<file path="src/psq_pkg.sv">
// Shared constants, widths and codes for the pitch scale quantizer.
package psq_pkg;

    // Payload widths
    localparam int ACTION_W = 1;
    localparam int INDEX_W  = 7;
    localparam int VALUE_W  = 16;
    localparam int PITCH_W  = 15;
    localparam int TUNE_W   = 12;
    localparam int COUNT_W  = 8;
    localparam int OFFSET_W = 17;
    localparam int WRAP_W   = 18;

    // Configuration port
    localparam int CFG_INDEX_W = 1;
    localparam int CFG_DATA_W  = 8;
    localparam logic [CFG_INDEX_W-1:0] CFG_QUANTIZE_ENABLE = 1'd0;
    localparam logic [CFG_INDEX_W-1:0] CFG_ENTRY_COUNT     = 1'd1;

    localparam logic               QUANTIZE_ENABLE_RST = 1'b1;
    localparam logic [COUNT_W-1:0] ENTRY_COUNT_RST     = 8'd120;

    // Item actions
    localparam logic [ACTION_W-1:0] ACT_LOAD     = 1'b0;
    localparam logic [ACTION_W-1:0] ACT_QUANTIZE = 1'b1;

    // Q8 semitone constants
    localparam logic signed [WRAP_W-1:0] OCTAVE_Q8 = 18'sd3072;
    localparam logic signed [WRAP_W-1:0] TOP_Q8    = 18'sd30720;
    localparam logic [PITCH_W-1:0]       TONIC_MAX = 15'd30720;
    localparam logic [12:0]              TUNE_FULL = 13'd4095;

    localparam int DEFAULT_TABLE_DEPTH = 128;

endpackage

</file>
<file path="src/psq_if.sv">
// Valid/ready channel interfaces for quantizer items and results.
interface psq_in_if import psq_pkg::*; ();
    logic                       valid;
    logic                       ready;
    logic [ACTION_W-1:0]        action;
    logic [INDEX_W-1:0]         table_index;
    logic signed [VALUE_W-1:0]  table_value;
    logic [PITCH_W-1:0]         pitch;
    logic [TUNE_W-1:0]          tune;

    modport source (output valid, action, table_index, table_value, pitch, tune,
                    input ready);
    modport sink   (input valid, action, table_index, table_value, pitch, tune,
                    output ready);
endinterface

interface psq_out_if import psq_pkg::*; ();
    logic               valid;
    logic               ready;
    logic [PITCH_W-1:0] pitch_out;

    modport source (output valid, pitch_out, input ready);
    modport sink   (input valid, pitch_out, output ready);
endinterface

</file>
<file path="src/psq_scale_ram.sv">
// Scale table memory: one write port, one registered read port.
module psq_scale_ram import psq_pkg::*;
#(
    parameter int DEPTH = DEFAULT_TABLE_DEPTH
)
(
    input  logic                       clk,
    input  logic                       wr_en,
    input  logic [$clog2(DEPTH)-1:0]   wr_addr,
    input  logic signed [VALUE_W-1:0]  wr_data,
    input  logic [$clog2(DEPTH)-1:0]   rd_addr,
    output logic signed [VALUE_W-1:0]  rd_data
);

    logic signed [VALUE_W-1:0] table_mem [DEPTH];
    logic signed [VALUE_W-1:0] rd_data_reg;

    always_ff @(posedge clk)
    begin
        if (wr_en)
        begin
            table_mem[wr_addr] <= wr_data;
        end
        rd_data_reg <= table_mem[rd_addr];
    end

    assign rd_data = rd_data_reg;

endmodule

</file>
<file path="src/pitch_scale_quantizer_unit.sv">
// Pitch scale quantizer top level: sequencer, tonic, binary search, octave wrap.
// Load beat: table write only, no result. Bypass beat: pitch goes straight to S_DONE.
// Quantize beat: tonic, offset, end checks, binary search, add tonic, octave wrap;
// one table read per search step sets the pace.
// Input is held off from accept until the result moves to the output register.
// Reset: async active low; config back to enable=1, entry_count=120; table not cleared.
module pitch_scale_quantizer_unit import psq_pkg::*;
#(
    parameter int TABLE_DEPTH = DEFAULT_TABLE_DEPTH
)
(
    input  logic                   clk,
    input  logic                   rst_n,
    input  logic                   cfg_we,
    input  logic [CFG_INDEX_W-1:0] cfg_index,
    input  logic [CFG_DATA_W-1:0]  cfg_wdata,
    psq_in_if.sink                 in_ch,
    psq_out_if.source              out_ch
);

    localparam int AW = $clog2(TABLE_DEPTH);
    localparam int CW = $clog2(TABLE_DEPTH + 1);

    // Sequencer states
    localparam logic [3:0] S_IDLE  = 4'd0;   // waiting for a beat
    localparam logic [3:0] S_TONIC = 4'd1;   // tonic from tune
    localparam logic [3:0] S_OFFS  = 4'd2;   // offset = pitch - tonic, read entry 0
    localparam logic [3:0] S_CHK0  = 4'd3;   // below first entry? read last entry
    localparam logic [3:0] S_CHKN  = 4'd4;   // above last entry?
    localparam logic [3:0] S_MID   = 4'd5;   // pick midpoint, read it
    localparam logic [3:0] S_CMID  = 4'd6;   // compare midpoint, read neighbor
    localparam logic [3:0] S_CNB   = 4'd7;   // compare neighbor
    localparam logic [3:0] S_ADD   = 4'd8;   // add tonic back
    localparam logic [3:0] S_WRAP  = 4'd9;   // one octave step per cycle
    localparam logic [3:0] S_DONE  = 4'd10;  // hand result to output register

    // Control registers
    logic [3:0]         state_reg, state_next;
    logic               out_valid_reg, out_valid_next;
    logic               quant_en_reg;
    logic [COUNT_W-1:0] entry_count_reg;

    // Datapath registers
    logic [PITCH_W-1:0]         pitch_reg, pitch_next;
    logic [TUNE_W-1:0]          tune_reg, tune_next;
    logic [PITCH_W-1:0]         tonic_reg, tonic_next;
    logic signed [OFFSET_W-1:0] offs_reg, offs_next;
    logic [CW-1:0]              lo_reg, lo_next;
    logic [CW-1:0]              hi_reg, hi_next;
    logic [AW-1:0]              mid_reg, mid_next;
    logic                       dir_low_reg, dir_low_next;
    logic signed [VALUE_W-1:0]  emid_reg, emid_next;
    logic signed [VALUE_W-1:0]  res_reg, res_next;
    logic signed [WRAP_W-1:0]   wrap_reg, wrap_next;
    logic                       bypass_reg, bypass_next;
    logic [PITCH_W-1:0]         out_pitch_reg;

    // Memory port
    logic                      ram_we;
    logic [AW-1:0]             rd_addr;
    logic signed [VALUE_W-1:0] rd_data;
    logic signed [OFFSET_W-1:0] rd_ext;

    // Misc combinational
    logic               in_fire;
    logic               out_load;
    logic [CW-1:0]      n_eff;
    logic [CW:0]        lohi_sum;
    logic [AW-1:0]      mid_calc;
    logic [15:0]        tune_x15;
    logic [14:0]        tn_a;
    logic [15:0]        tn_s;
    logic [12:0]        tn_t;

    // Nearer of two entries around t; ties go to the upper one.
    function automatic logic signed [VALUE_W-1:0] nearer(
        input logic signed [VALUE_W-1:0]  lo_e,
        input logic signed [VALUE_W-1:0]  hi_e,
        input logic signed [OFFSET_W-1:0] t
    );
        logic signed [OFFSET_W:0] d_lo;
        logic signed [OFFSET_W:0] d_hi;
        d_lo = $signed({t[OFFSET_W-1], t}) - $signed({{2{lo_e[VALUE_W-1]}}, lo_e});
        d_hi = $signed({{2{hi_e[VALUE_W-1]}}, hi_e}) - $signed({t[OFFSET_W-1], t});
        nearer = (d_lo >= d_hi) ? hi_e : lo_e;
    endfunction

    assign in_fire      = in_ch.valid && in_ch.ready;
    assign in_ch.ready  = (state_reg == S_IDLE);
    assign out_ch.valid = out_valid_reg;
    assign out_ch.pitch_out = out_pitch_reg;

    assign ram_we = in_fire && (in_ch.action == ACT_LOAD)
                    && (32'(in_ch.table_index) < TABLE_DEPTH);
    assign rd_ext = $signed({rd_data[VALUE_W-1], rd_data});

    // Effective entry count: zero acts as one, saturate at depth
    always_comb
    begin
        if (entry_count_reg == '0)
        begin
            n_eff = CW'(1);
        end
        else if (32'(entry_count_reg) > TABLE_DEPTH)
        begin
            n_eff = CW'(TABLE_DEPTH);
        end
        else
        begin
            n_eff = CW'(entry_count_reg);
        end
    end

    assign lohi_sum = {1'b0, lo_reg} + {1'b0, hi_reg};
    assign mid_calc = AW'(lohi_sum >> 1);

    // Tonic = floor(30720*tune/4095). 30720*tune = (15*tune) << 11; fold the
    // 4096 digits twice (4096 = 4095 + 1), then one final compare.
    assign tune_x15 = ({4'b0, tune_reg} << 4) - {4'b0, tune_reg};
    assign tn_a     = tune_x15[15:1];
    assign tn_s     = {1'b0, tn_a} + {4'b0, tune_x15[0], 11'b0};
    assign tn_t     = {9'b0, tn_s[15:12]} + {1'b0, tn_s[11:0]};

    psq_scale_ram #(
        .DEPTH (TABLE_DEPTH)
    ) u_scale_ram (
        .clk     (clk),
        .wr_en   (ram_we),
        .wr_addr (AW'(in_ch.table_index)),
        .wr_data (in_ch.table_value),
        .rd_addr (rd_addr),
        .rd_data (rd_data)
    );

    // Sequencer
    always_comb
    begin
        state_next   = state_reg;
        pitch_next   = pitch_reg;
        tune_next    = tune_reg;
        tonic_next   = tonic_reg;
        offs_next    = offs_reg;
        lo_next      = lo_reg;
        hi_next      = hi_reg;
        mid_next     = mid_reg;
        dir_low_next = dir_low_reg;
        emid_next    = emid_reg;
        res_next     = res_reg;
        wrap_next    = wrap_reg;
        bypass_next  = bypass_reg;
        rd_addr      = '0;
        out_load     = 1'b0;

        case (state_reg)
            S_IDLE:
            begin
                if (in_fire && (in_ch.action == ACT_QUANTIZE))
                begin
                    if (!quant_en_reg)
                    begin
                        wrap_next   = $signed({3'b0, in_ch.pitch});
                        bypass_next = 1'b1;
                        state_next  = S_DONE;
                    end
                    else
                    begin
                        pitch_next  = in_ch.pitch;
                        tune_next   = in_ch.tune;
                        bypass_next = 1'b0;
                        state_next  = S_TONIC;
                    end
                end
            end

            S_TONIC:
            begin
                tonic_next = tn_a + PITCH_W'(tn_s[15:12])
                             + PITCH_W'(tn_t >= TUNE_FULL);
                state_next = S_OFFS;
            end

            S_OFFS:
            begin
                offs_next  = $signed({2'b0, pitch_reg}) - $signed({2'b0, tonic_reg});
                rd_addr    = '0;
                state_next = S_CHK0;
            end

            S_CHK0:
            begin
                rd_addr = AW'(n_eff - CW'(1));
                if (offs_reg <= rd_ext)
                begin
                    res_next   = rd_data;
                    state_next = S_ADD;
                end
                else
                begin
                    state_next = S_CHKN;
                end
            end

            S_CHKN:
            begin
                if (offs_reg >= rd_ext)
                begin
                    res_next   = rd_data;
                    state_next = S_ADD;
                end
                else
                begin
                    lo_next    = '0;
                    hi_next    = n_eff;
                    state_next = S_MID;
                end
            end

            S_MID:
            begin
                rd_addr = mid_calc;
                if (lo_reg < hi_reg)
                begin
                    mid_next   = mid_calc;
                    state_next = S_CMID;
                end
                else
                begin
                    // search ran out: last midpoint read wins
                    res_next   = emid_reg;
                    state_next = S_ADD;
                end
            end

            S_CMID:
            begin
                emid_next = rd_data;
                rd_addr   = (offs_reg < rd_ext) ? (mid_reg - AW'(1)) : (mid_reg + AW'(1));
                if (offs_reg == rd_ext)
                begin
                    res_next   = rd_data;
                    state_next = S_ADD;
                end
                else if (offs_reg < rd_ext)
                begin
                    if (mid_reg != '0)
                    begin
                        dir_low_next = 1'b1;
                        state_next   = S_CNB;
                    end
                    else
                    begin
                        hi_next    = CW'(mid_reg);
                        state_next = S_MID;
                    end
                end
                else
                begin
                    if ((CW'(mid_reg) + CW'(1)) < n_eff)
                    begin
                        dir_low_next = 1'b0;
                        state_next   = S_CNB;
                    end
                    else
                    begin
                        lo_next    = CW'(mid_reg) + CW'(1);
                        state_next = S_MID;
                    end
                end
            end

            S_CNB:
            begin
                if (dir_low_reg)
                begin
                    if (offs_reg > rd_ext)
                    begin
                        res_next   = nearer(rd_data, emid_reg, offs_reg);
                        state_next = S_ADD;
                    end
                    else
                    begin
                        hi_next    = CW'(mid_reg);
                        state_next = S_MID;
                    end
                end
                else
                begin
                    if (offs_reg < rd_ext)
                    begin
                        res_next   = nearer(emid_reg, rd_data, offs_reg);
                        state_next = S_ADD;
                    end
                    else
                    begin
                        lo_next    = CW'(mid_reg) + CW'(1);
                        state_next = S_MID;
                    end
                end
            end

            S_ADD:
            begin
                wrap_next  = $signed({3'b0, tonic_reg})
                             + $signed({{2{res_reg[VALUE_W-1]}}, res_reg});
                state_next = S_WRAP;
            end

            S_WRAP:
            begin
                if (wrap_reg < 0)
                begin
                    wrap_next = wrap_reg + OCTAVE_Q8;
                end
                else if (wrap_reg > TOP_Q8)
                begin
                    wrap_next = wrap_reg - OCTAVE_Q8;
                end
                else
                begin
                    state_next = S_DONE;
                end
            end

            S_DONE:
            begin
                // wait for the output register to free up
                if (!out_valid_reg || out_ch.ready)
                begin
                    out_load   = 1'b1;
                    state_next = S_IDLE;
                end
            end

            default:
            begin
                state_next = S_IDLE;
            end
        endcase
    end

    assign out_valid_next = out_load || (out_valid_reg && !out_ch.ready);

    // Control state and configuration
    always_ff @(posedge clk or negedge rst_n)
    begin
        if (!rst_n)
        begin
            state_reg       <= S_IDLE;
            out_valid_reg   <= 1'b0;
            quant_en_reg    <= QUANTIZE_ENABLE_RST;
            entry_count_reg <= ENTRY_COUNT_RST;
        end
        else
        begin
            state_reg     <= state_next;
            out_valid_reg <= out_valid_next;
            if (cfg_we)
            begin
                case (cfg_index)
                    CFG_QUANTIZE_ENABLE: quant_en_reg    <= cfg_wdata[0];
                    CFG_ENTRY_COUNT:     entry_count_reg <= cfg_wdata;
                    default:             ;
                endcase
            end
        end
    end

    // Datapath, no reset needed
    always_ff @(posedge clk)
    begin
        pitch_reg   <= pitch_next;
        tune_reg    <= tune_next;
        tonic_reg   <= tonic_next;
        offs_reg    <= offs_next;
        lo_reg      <= lo_next;
        hi_reg      <= hi_next;
        mid_reg     <= mid_next;
        dir_low_reg <= dir_low_next;
        emid_reg    <= emid_next;
        res_reg     <= res_next;
        wrap_reg    <= wrap_next;
        bypass_reg  <= bypass_next;
        if (out_load)
        begin
            out_pitch_reg <= wrap_reg[PITCH_W-1:0];
        end
    end

`ifndef SYNTHESIS
    // search window stays inside the valid entries
    a_window: assert property (@(posedge clk) disable iff (!rst_n)
        (state_reg == S_MID) |-> (lo_reg <= hi_reg) && (hi_reg <= n_eff))
        else $error("search window out of range");

    // a quantized result is in 0..120 semitones when handed off
    a_wrapped: assert property (@(posedge clk) disable iff (!rst_n)
        (state_reg == S_DONE && !bypass_reg) |-> (wrap_reg >= 0) && (wrap_reg <= TOP_Q8))
        else $error("quantized pitch outside 0..120");

    // tonic never exceeds 120 semitones
    a_tonic: assert property (@(posedge clk) disable iff (!rst_n)
        (state_reg == S_OFFS) |-> (tonic_reg <= TONIC_MAX))
        else $error("tonic out of range");

    // table loads finish in the accepting cycle
    a_load: assert property (@(posedge clk) disable iff (!rst_n)
        (in_fire && in_ch.action == ACT_LOAD) |=> (state_reg == S_IDLE))
        else $error("load beat left sequencer busy");

    // quantize beats with the scale on start the tonic step
    a_start: assert property (@(posedge clk) disable iff (!rst_n)
        (in_fire && in_ch.action == ACT_QUANTIZE && quant_en_reg) |=> (state_reg == S_TONIC))
        else $error("quantize beat did not start search");
`endif

endmodule

</file>
<file path="src/flat_wrapper.sv">
// flat-port wrapper written by rule: the top's interface ports become plain ports
module pitch_scale_quantizer_unit_flat import psq_pkg::*;
#(
    parameter int TABLE_DEPTH = DEFAULT_TABLE_DEPTH
)
  (clk, rst_n, cfg_we, cfg_index, cfg_wdata, in_ch_valid, in_ch_action, in_ch_table_index, in_ch_table_value, in_ch_pitch, in_ch_tune, in_ch_ready, out_ch_valid, out_ch_pitch_out, out_ch_ready);
  psq_in_if in_ch_i ();
  psq_out_if out_ch_i ();
  input  logic clk;
  input  logic rst_n;
  input  logic cfg_we;
  input  logic [CFG_INDEX_W-1:0] cfg_index;
  input  logic [CFG_DATA_W-1:0] cfg_wdata;
  input wire logic [$bits(in_ch_i.valid)-1:0] in_ch_valid;
  input wire logic [$bits(in_ch_i.action)-1:0] in_ch_action;
  input wire logic [$bits(in_ch_i.table_index)-1:0] in_ch_table_index;
  input wire logic [$bits(in_ch_i.table_value)-1:0] in_ch_table_value;
  input wire logic [$bits(in_ch_i.pitch)-1:0] in_ch_pitch;
  input wire logic [$bits(in_ch_i.tune)-1:0] in_ch_tune;
  output wire logic [$bits(in_ch_i.ready)-1:0] in_ch_ready;
  output wire logic [$bits(out_ch_i.valid)-1:0] out_ch_valid;
  output wire logic [$bits(out_ch_i.pitch_out)-1:0] out_ch_pitch_out;
  input wire logic [$bits(out_ch_i.ready)-1:0] out_ch_ready;
  assign in_ch_i.valid = in_ch_valid;
  assign in_ch_i.action = in_ch_action;
  assign in_ch_i.table_index = in_ch_table_index;
  assign in_ch_i.table_value = in_ch_table_value;
  assign in_ch_i.pitch = in_ch_pitch;
  assign in_ch_i.tune = in_ch_tune;
  assign in_ch_ready = in_ch_i.ready;
  assign out_ch_valid = out_ch_i.valid;
  assign out_ch_pitch_out = out_ch_i.pitch_out;
  assign out_ch_i.ready = out_ch_ready;
  pitch_scale_quantizer_unit #(.TABLE_DEPTH(TABLE_DEPTH)) u_core (.clk(clk), .rst_n(rst_n), .cfg_we(cfg_we), .cfg_index(cfg_index), .cfg_wdata(cfg_wdata), .in_ch(in_ch_i), .out_ch(out_ch_i));
endmodule
</file>
<file path="config.mk">
export PLATFORM = sky130hd
export DESIGN_NAME = pitch_scale_quantizer_unit_flat
export DESIGN_NICKNAME = d
export VERILOG_FILES = /design/src/psq_pkg.sv /design/src/psq_if.sv /design/src/psq_scale_ram.sv /design/src/pitch_scale_quantizer_unit.sv /design/src/flat_wrapper.sv
export SDC_FILE = /design/constraint.sdc
export NUM_CORES = 2
export LEC_CHECK = 0
export BUFFER_PORTS_ARGS = -buffer_cell sky130_fd_sc_hd__buf_2
export CAP_MARGIN = 10
export CORE_ASPECT_RATIO = 1.5
export CORE_UTILIZATION = 57
export DETAILED_ROUTE_END_ITERATION = 10
export HOLD_SLACK_MARGIN = 0.03
export PLACE_DENSITY = 0.76
export SLEW_MARGIN = 15
export SYNTH_ARGS = -nofsm -noshare
export SYNTH_HDL_FRONTEND = slang
export SYNTH_SLANG_ARGS = --single-unit
export TNS_END_PERCENT = 5
</file>
<file path="constraint.sdc">
create_clock -name clk -period 6.05 [get_ports clk]
set_input_delay 0.3025 -clock clk [delete_from_list [all_inputs] [get_ports clk]]
set_output_delay 0.3025 -clock clk [all_outputs]
set_load 0.02 [all_outputs]
</file>
# After elaboration in Yosys (flattened, before gate mapping)
# Memory sizes are Yosys's and may differ from the RTL's. A register that Yosys moved wholly into a read port is not among the register bits.
# Index checks and enable logic that the tools add are counted.
# W data, S select, Z words.
[totals]
register_bits = 161
ram_bits = 2048
output_inout_bits = 17
mem_count = 1
[memory_table]
columns = ["memory", "depth", "word_bits", "read_ports", "rd_ports_with_merged_regs", "write_ports", "line_no", "source"]
rows = [
  ["u_core.u_scale_ram.table_mem", 128, 16, 1, 1, 1, "psq_scale_ram.sv:15", "logic signed [VALUE_W-1:0] table_mem [DEPTH];"],
]
[op_classes]
addsub = 18
magnitude_cmp = 12
eq_ne = 34
muxes = 56
n_bitwise = 3
reduce_logical = 25
[ops]
columns = ["operator", "count"]
rows = [
  ["$mux W16", 9],
  ["$mux W8", 14],
  ["$pmux W16 S5", 1],
  ["$mux W18", 4],
  ["$sub A16 B16 Y17", 4],
  ["$pmux W18 S3", 1],
  ["$mux W4", 13],
  ["$pmux W8 S3", 2],
  ["$pmux W4 S11", 1],
  ["$ge A18 B18 Y1", 2],
  ["$ne A2 B2 Y1 const B", 14],
  ["$pmux W7 S3", 1],
  ["$reduce_and A7 Y1", 3],
  ["$add A18 B13 Y18 const B", 1],
  ["$gt A18 B16 Y1 const B", 1],
  ["$lt A18 B1 Y1 const B", 1],
  ["$sub A18 B13 Y18 const B", 1],
  ["$add A16 B16 Y17", 1],
  ["$add A15 B12 Y16", 1],
  ["$eq A16 B16 Y1", 1],
  ["$eq A4 B3 Y1 const B", 4],
  ["$ge A16 B16 Y1", 1],
  ["$gt A16 B16 Y1", 1],
  ["$le A16 B16 Y1", 1],
  ["other kinds (35)", 65],
]

# Depth between registers and ports, before layout
[depth]
ltp_word = 8
depth_mapped = 30
ltp_nobuf = 30

# Cells and area by module
# From an unflattened synthesis, not the netlist that was laid out.
[hier_totals]
hier_cells = 4562
hier_area_um2 = 92575.0
[by_module_without_submodules]
columns = ["mod", "instances", "cells_per_inst", "area_per_inst_um2", "seq_area_each_um2"]
rows = [
  ["psq_scale_ram", 1, 3086, 78522.8, 61819.3],
  ["pitch_scale_quantizer_unit", 1, 1476, 14052.2, 4770.8],
]

# Least setup slack after synthesis
# Ideal clock, no wire load.
[synth_path]
path_type = "register to register"
from = "register u_core.tune_reg[2]"
to = "register u_core.tonic_reg[14], data pin"
setup_time_ps = 268
arrival_time_ps = 5708
t_required_ps = 5782
path_slack_ps = 74
path_stages_with_launch = 28
path_buffers = 0
cell_sequence = "edfxtp_1 -> ha_1 -> a21o_1 -> a21oi_1 -> o21ai_0 -> a31o_2 -> a21oi_1 -> o21bai_1 -> xnor2_1 -> inv_1 -> ha_1 -> ha_1 -> ha_1 -> fa_1 -> a21o_1 -> a21oi_1 -> a21oi_1 -> o2111ai_1 -> nor2_1 -> fa_1 -> fa_1 -> a21o_1 -> a21oi_1 -> nor2_1 -> nand3_1 -> nor3_1 -> nand3_1 -> xor2_1"
[synth_via]
elab_chain_len = 5
word_cells_on_any_way = 6
[synth_lines]
columns = ["item", "line_no", "source"]
rows = [
  ["start: declaration", "pitch_scale_quantizer_unit.sv:45", "logic [TUNE_W-1:0] tune_reg, tune_next;"],
  ["start signal: assignment", "pitch_scale_quantizer_unit.sv:372", "tune_reg <= tune_next;"],
  ["$sub A16 B12 Y16 (*)", "pitch_scale_quantizer_unit.sv:119", "assign tune_x15 = ({4'b0, tune_reg} << 4) - {4'b0, tune_reg};"],
  ["$add A15 B12 Y16", "pitch_scale_quantizer_unit.sv:121", "assign tn_s = {1'b0, tn_a} + {4'b0, tune_x15[0], 11'b0};"],
  ["$add A4 B12 Y13", "pitch_scale_quantizer_unit.sv:122", "assign tn_t = {9'b0, tn_s[15:12]} + {1'b0, tn_s[11:0]};"],
  ["$ge A13 B12 Y1", "pitch_scale_quantizer_unit.sv:178", "+ PITCH_W'(tn_t >= TUNE_FULL);"],
  ["$add A15 B1 Y15 (*)", "pitch_scale_quantizer_unit.sv:178", ""],
  ["end signal: assignment", "pitch_scale_quantizer_unit.sv:373", "tonic_reg <= tonic_next;"],
  ["end: declaration", "pitch_scale_quantizer_unit.sv:46", "logic [PITCH_W-1:0] tonic_reg, tonic_next;"],
]
# Mark *: on every way between the ends. The rest lies on a longest branch, timed or not.
# A chain may end at the register's enable or synchronous reset.

# Worst setup path in the final report
[layout_path]
from = "register u_core.offs_reg[1]"
to = "register u_core.u_scale_ram.rd_data_reg[11] (netlist: u_core.u_scale_ram.rd_data[11]) (read register of u_core.u_scale_ram.table_mem)"
[layout_via]
elab_chain_len = 3
[layout_lines]
columns = ["item", "line_no", "source"]
rows = [
  ["start: declaration", "pitch_scale_quantizer_unit.sv:47", "logic signed [OFFSET_W-1:0] offs_reg, offs_next;"],
  ["start signal: assignment", "pitch_scale_quantizer_unit.sv:374", "offs_reg <= offs_next;"],
  ["$lt A16 B16 Y1", "pitch_scale_quantizer_unit.sv:237", "rd_addr = (offs_reg < rd_ext) ? (mid_reg - AW'(1)) : (mid_reg + AW'(1));"],
  ["$mux W7", "pitch_scale_quantizer_unit.sv:237", ""],
  ["$pmux W7 S3", "pitch_scale_quantizer_unit.sv:154", "case (state_reg)"],
  ["end: declaration", "psq_scale_ram.sv:16", "logic signed [VALUE_W-1:0] rd_data_reg;"],
]
# Every way passes these cells.

==> metrics.cfg <==
[run_status]
outcome = completed

[clock_tree]
worstSkewPairLatency_ns = 0.86
cts_root_buf = clkbuf_16
cts_sinks = 2225
path_clk_slew_ns = 0.07
numCtsBuffers = 196
htree_levels = 4
cts.path.max_buffers = 3
cts_tree = yes

[timing]
period_needed_ns = 6.02
hold_viol_final = 0
clock_skew_ns = 0.0467
layout_setup_ws_ns = 0.0313
drv_slew = 0
setup_viol = 0
max_slew_margin_pct = 25.5
tightest_slew_ns = 1.11
rsz0062_at_grt = yes
post-route-period-util_pct = 99.5
max_freq_ghz = 0.166

[die]
ioPinCount = 82
die_y_um = 504
die_w_um = 336
dieArea_um2 = 169000
rows = 183
start_util_pct = 57.5
core_area_um2 = 166000

[route]
drc = 0
drt_wl_total_mm = 285
drtAntennaViolNets = 0
drtIter0Drc = 8603
detail_route.wl_per_cell_um = 27.7
num_vias = 66795
first_pass_iters = 9
vias_per_cell = 6.48

[layout]
fin_nets = 8170
area_delta_synth_final_pct = 13.2
largest_reg_flops = 2048
final_util_pct = 65.1
drive_above_1_share_pct = 11.9

[setup_path]
critical_path.max_fanout = 41
endpoint_kind = register
setup.worst_path.start_class = register
cp_slowest_cell = a211oi_2
path_cells = ha_1 -> nor2b_1 -> o31a_1 -> o31ai_4 -> a21oi_4 -> a21oi_2 -> a21o_1 -> buf_4 -> ha_1 -> a211oi_1 -> o21ai_0 -> a21oi_2 -> a211oi_4 -> buf_12 -> nor2_2 -> buf_4 -> a22oi_1 -> and3_1 -> a41oi_2 -> o211ai_1 -> a211oi_2
required_ns = 6.77
cp_slowest_stage_delay_ns = 0.47
startpoint = u_core.offs_reg[1]$_DFFE_PP_
worstSetupPathType = register to register
rr_startpoint = u_core.offs_reg[1]$_DFFE_PP_
crit_family = compound AO/OA/AOI/OAI gates
path_buf_inv = 3
worstPathArrival_ns = 6.74

[logic_synthesis]
synth.area.top_cells = edfxtp_1 (69%), nand2_1 (7.0%), nand3_1 (4.2%), ha_1 (2.3%), mux2i_1 (1.3%)
yosysWarnings = 0
synth_cell_types = 92
yosysMostFrequentCell = edfxtp_1
synth_area_per_cell_um2 = 12.7
async_reset_ff_share_pct = 0.629
post-synth-top-area-fraction_pct = 69.0
synth_top_cells_by_count = edfxtp_1 (2195), nand2_1 (1795), nand3_1 (794)
yosysSeqAreaShare_pct = 69.7
synth_edf_count = 2195
syn_area_um2 = 95600
synth_area_leader_cell = edfxtp_1
ys_ff_latch = 2225
synth_nets = 7799
yosys_most_used_dff = edfxtp_1
synthCells = 7543

[worst_hold_path]
hold_start = in_ch_table_value[13]
hold_class = input pin to register

[power_and_ir_drop]
pwr_density_cell_nw_per_um2 = 429
p_leak_nw = 38.2
vdd_ir_drop_max_mv = 0.400

[placed_design]
dp_slack_ns = -0.543
dp_hpwl_mm = 182
place.gp.congestion = 0.970
portBuffers = 81

[grt]
grt_pass1_wl_mm = 413
grt_max_degree = 124
grt_usage_pct = 33.4
grt-ovfl-total = 0
antenna_found_initial = 16
grt_pass1_vias = 65398

[run]
drv_cap = 0

## what timing repair did
| action | CTS | global route |
|---|---|---|
| buffers inserted | 1 | 3 |
| pin swaps | 2 | 3 |
| hold buffers | 57 | 0 |
| resized for setup | 10 | 44 |
| setup endpoints to repair | 17 | 24 |
| endpoints found under the hold margin | 565 | 0 |
| gates cloned | 0 | 1 |
## stage by stage
step	hold WS, ns	cell area [um^2]	power, mW	setup TNS, ns	std cells
4_1_cts	0.0389	108000	45.8	-0.00378	10292
5_1_grt	0.107	108000	47.9	-0.165	10302
3_3_place_gp	0.203	101000	33.3	-1.48	9873
6_report	0.109	108000	46.4	0	10304
2_1_floorplan	0.00691	95600	27.2	0	7543
3_5_place_dp	0.207	101000	33.6	-1.93	9873
## cell type report
type	instances	area [um^2]
sequential	2225	66600
fill	11665	58000
multi-input combinational	4723	26700
timing repair buffer	624	5280
clock buffer	237	5100
tap	2220	2780
clock inverter	124	1160
inverter	144	541
antenna	7	17.5
## report_power, final
group,switching [mW],total (mW),internal (mW)
combinational,10.9,16.4,5.50
sequential,0.292,17.7,17.4
clock,5.65,12.3,6.69
## kinds of logic (layout without fill, tap and decap cells)
family	after synthesis	in the layout	synth area share [%]
fa+ha+maj	191	191	2.59
xor+xnor	121	121	1.11
compound gates	937	937	6.89
mux	139	139	1.48
buf+inv	596	1129	2.81
other cells	0	7	0
flops	2225	2225	69.7
simple gates	3334	3335	15.5
## cells in the final DEF (no fill, tap or decap), types with 41 or more instances in the layout
| cell type | count |
|---|---|
| nand3_1 | 793 |
| buf_12 | 47 |
| ha_1 | 178 |
| a311oi_1 | 104 |
| buf_4 | 451 |
| inv_1 | 141 |
| and3_1 | 182 |
| a2111oi_0 | 46 |
| a211oi_1 | 77 |
| edfxtp_1 | 2195 |
| nor2_1 | 251 |
| xnor2_1 | 81 |
| a32oi_1 | 51 |
| a21o_1 | 48 |
| mux2i_1 | 126 |
| a31oi_1 | 95 |
| dlygate4sd3_1 | 57 |
| a21oi_1 | 168 |
| nand2_1 | 1794 |
| nand4_1 | 105 |
| buf_2 | 65 |
| clkbuf_16 | 198 |
| clkinv_1 | 41 |
| o21ai_0 | 117 |
## layer usage
layer | track usage (%) | part of all wire [%] | vias up | wire (um)
met1 | 37.4 | 32 | 32526 | 91800
met4 | 26.0 | 9.0 | 10 | 25700
met5 | 0 | 0.023 | - | 66
met2 | 55.6 | 48 | 4439 | 138000
li1 | - | - | 28691 | -
met3 | 7.21 | 10 | 1129 | 29800
## path summary, 6_finish.rpt
path | endpoint | cells after the start | slack, ns
worst max-delay path | u_core.u_scale_ram.rd_data[11]$_DFF_P_ | 21 | 0.03
worst min-delay path | u_core.u_scale_ram.table_mem[37][13]$_DFFE_PP_ | 1 | 0.11
worst max register to register | u_core.u_scale_ram.rd_data[11]$_DFF_P_ | 21 | 0.03
worst min register to register | u_core.out_ch.pitch_out[5]$_DFFE_PP_ | 0 | 0.46
max in group asynchronous | u_core.entry_count_reg[1]$_DFFE_PN0P_ | 4 | 4.62
min in group asynchronous | u_core.quant_en_reg$_DFFE_PN1P_ | 3 | 0.56
(Power assumes the default switching activity.)
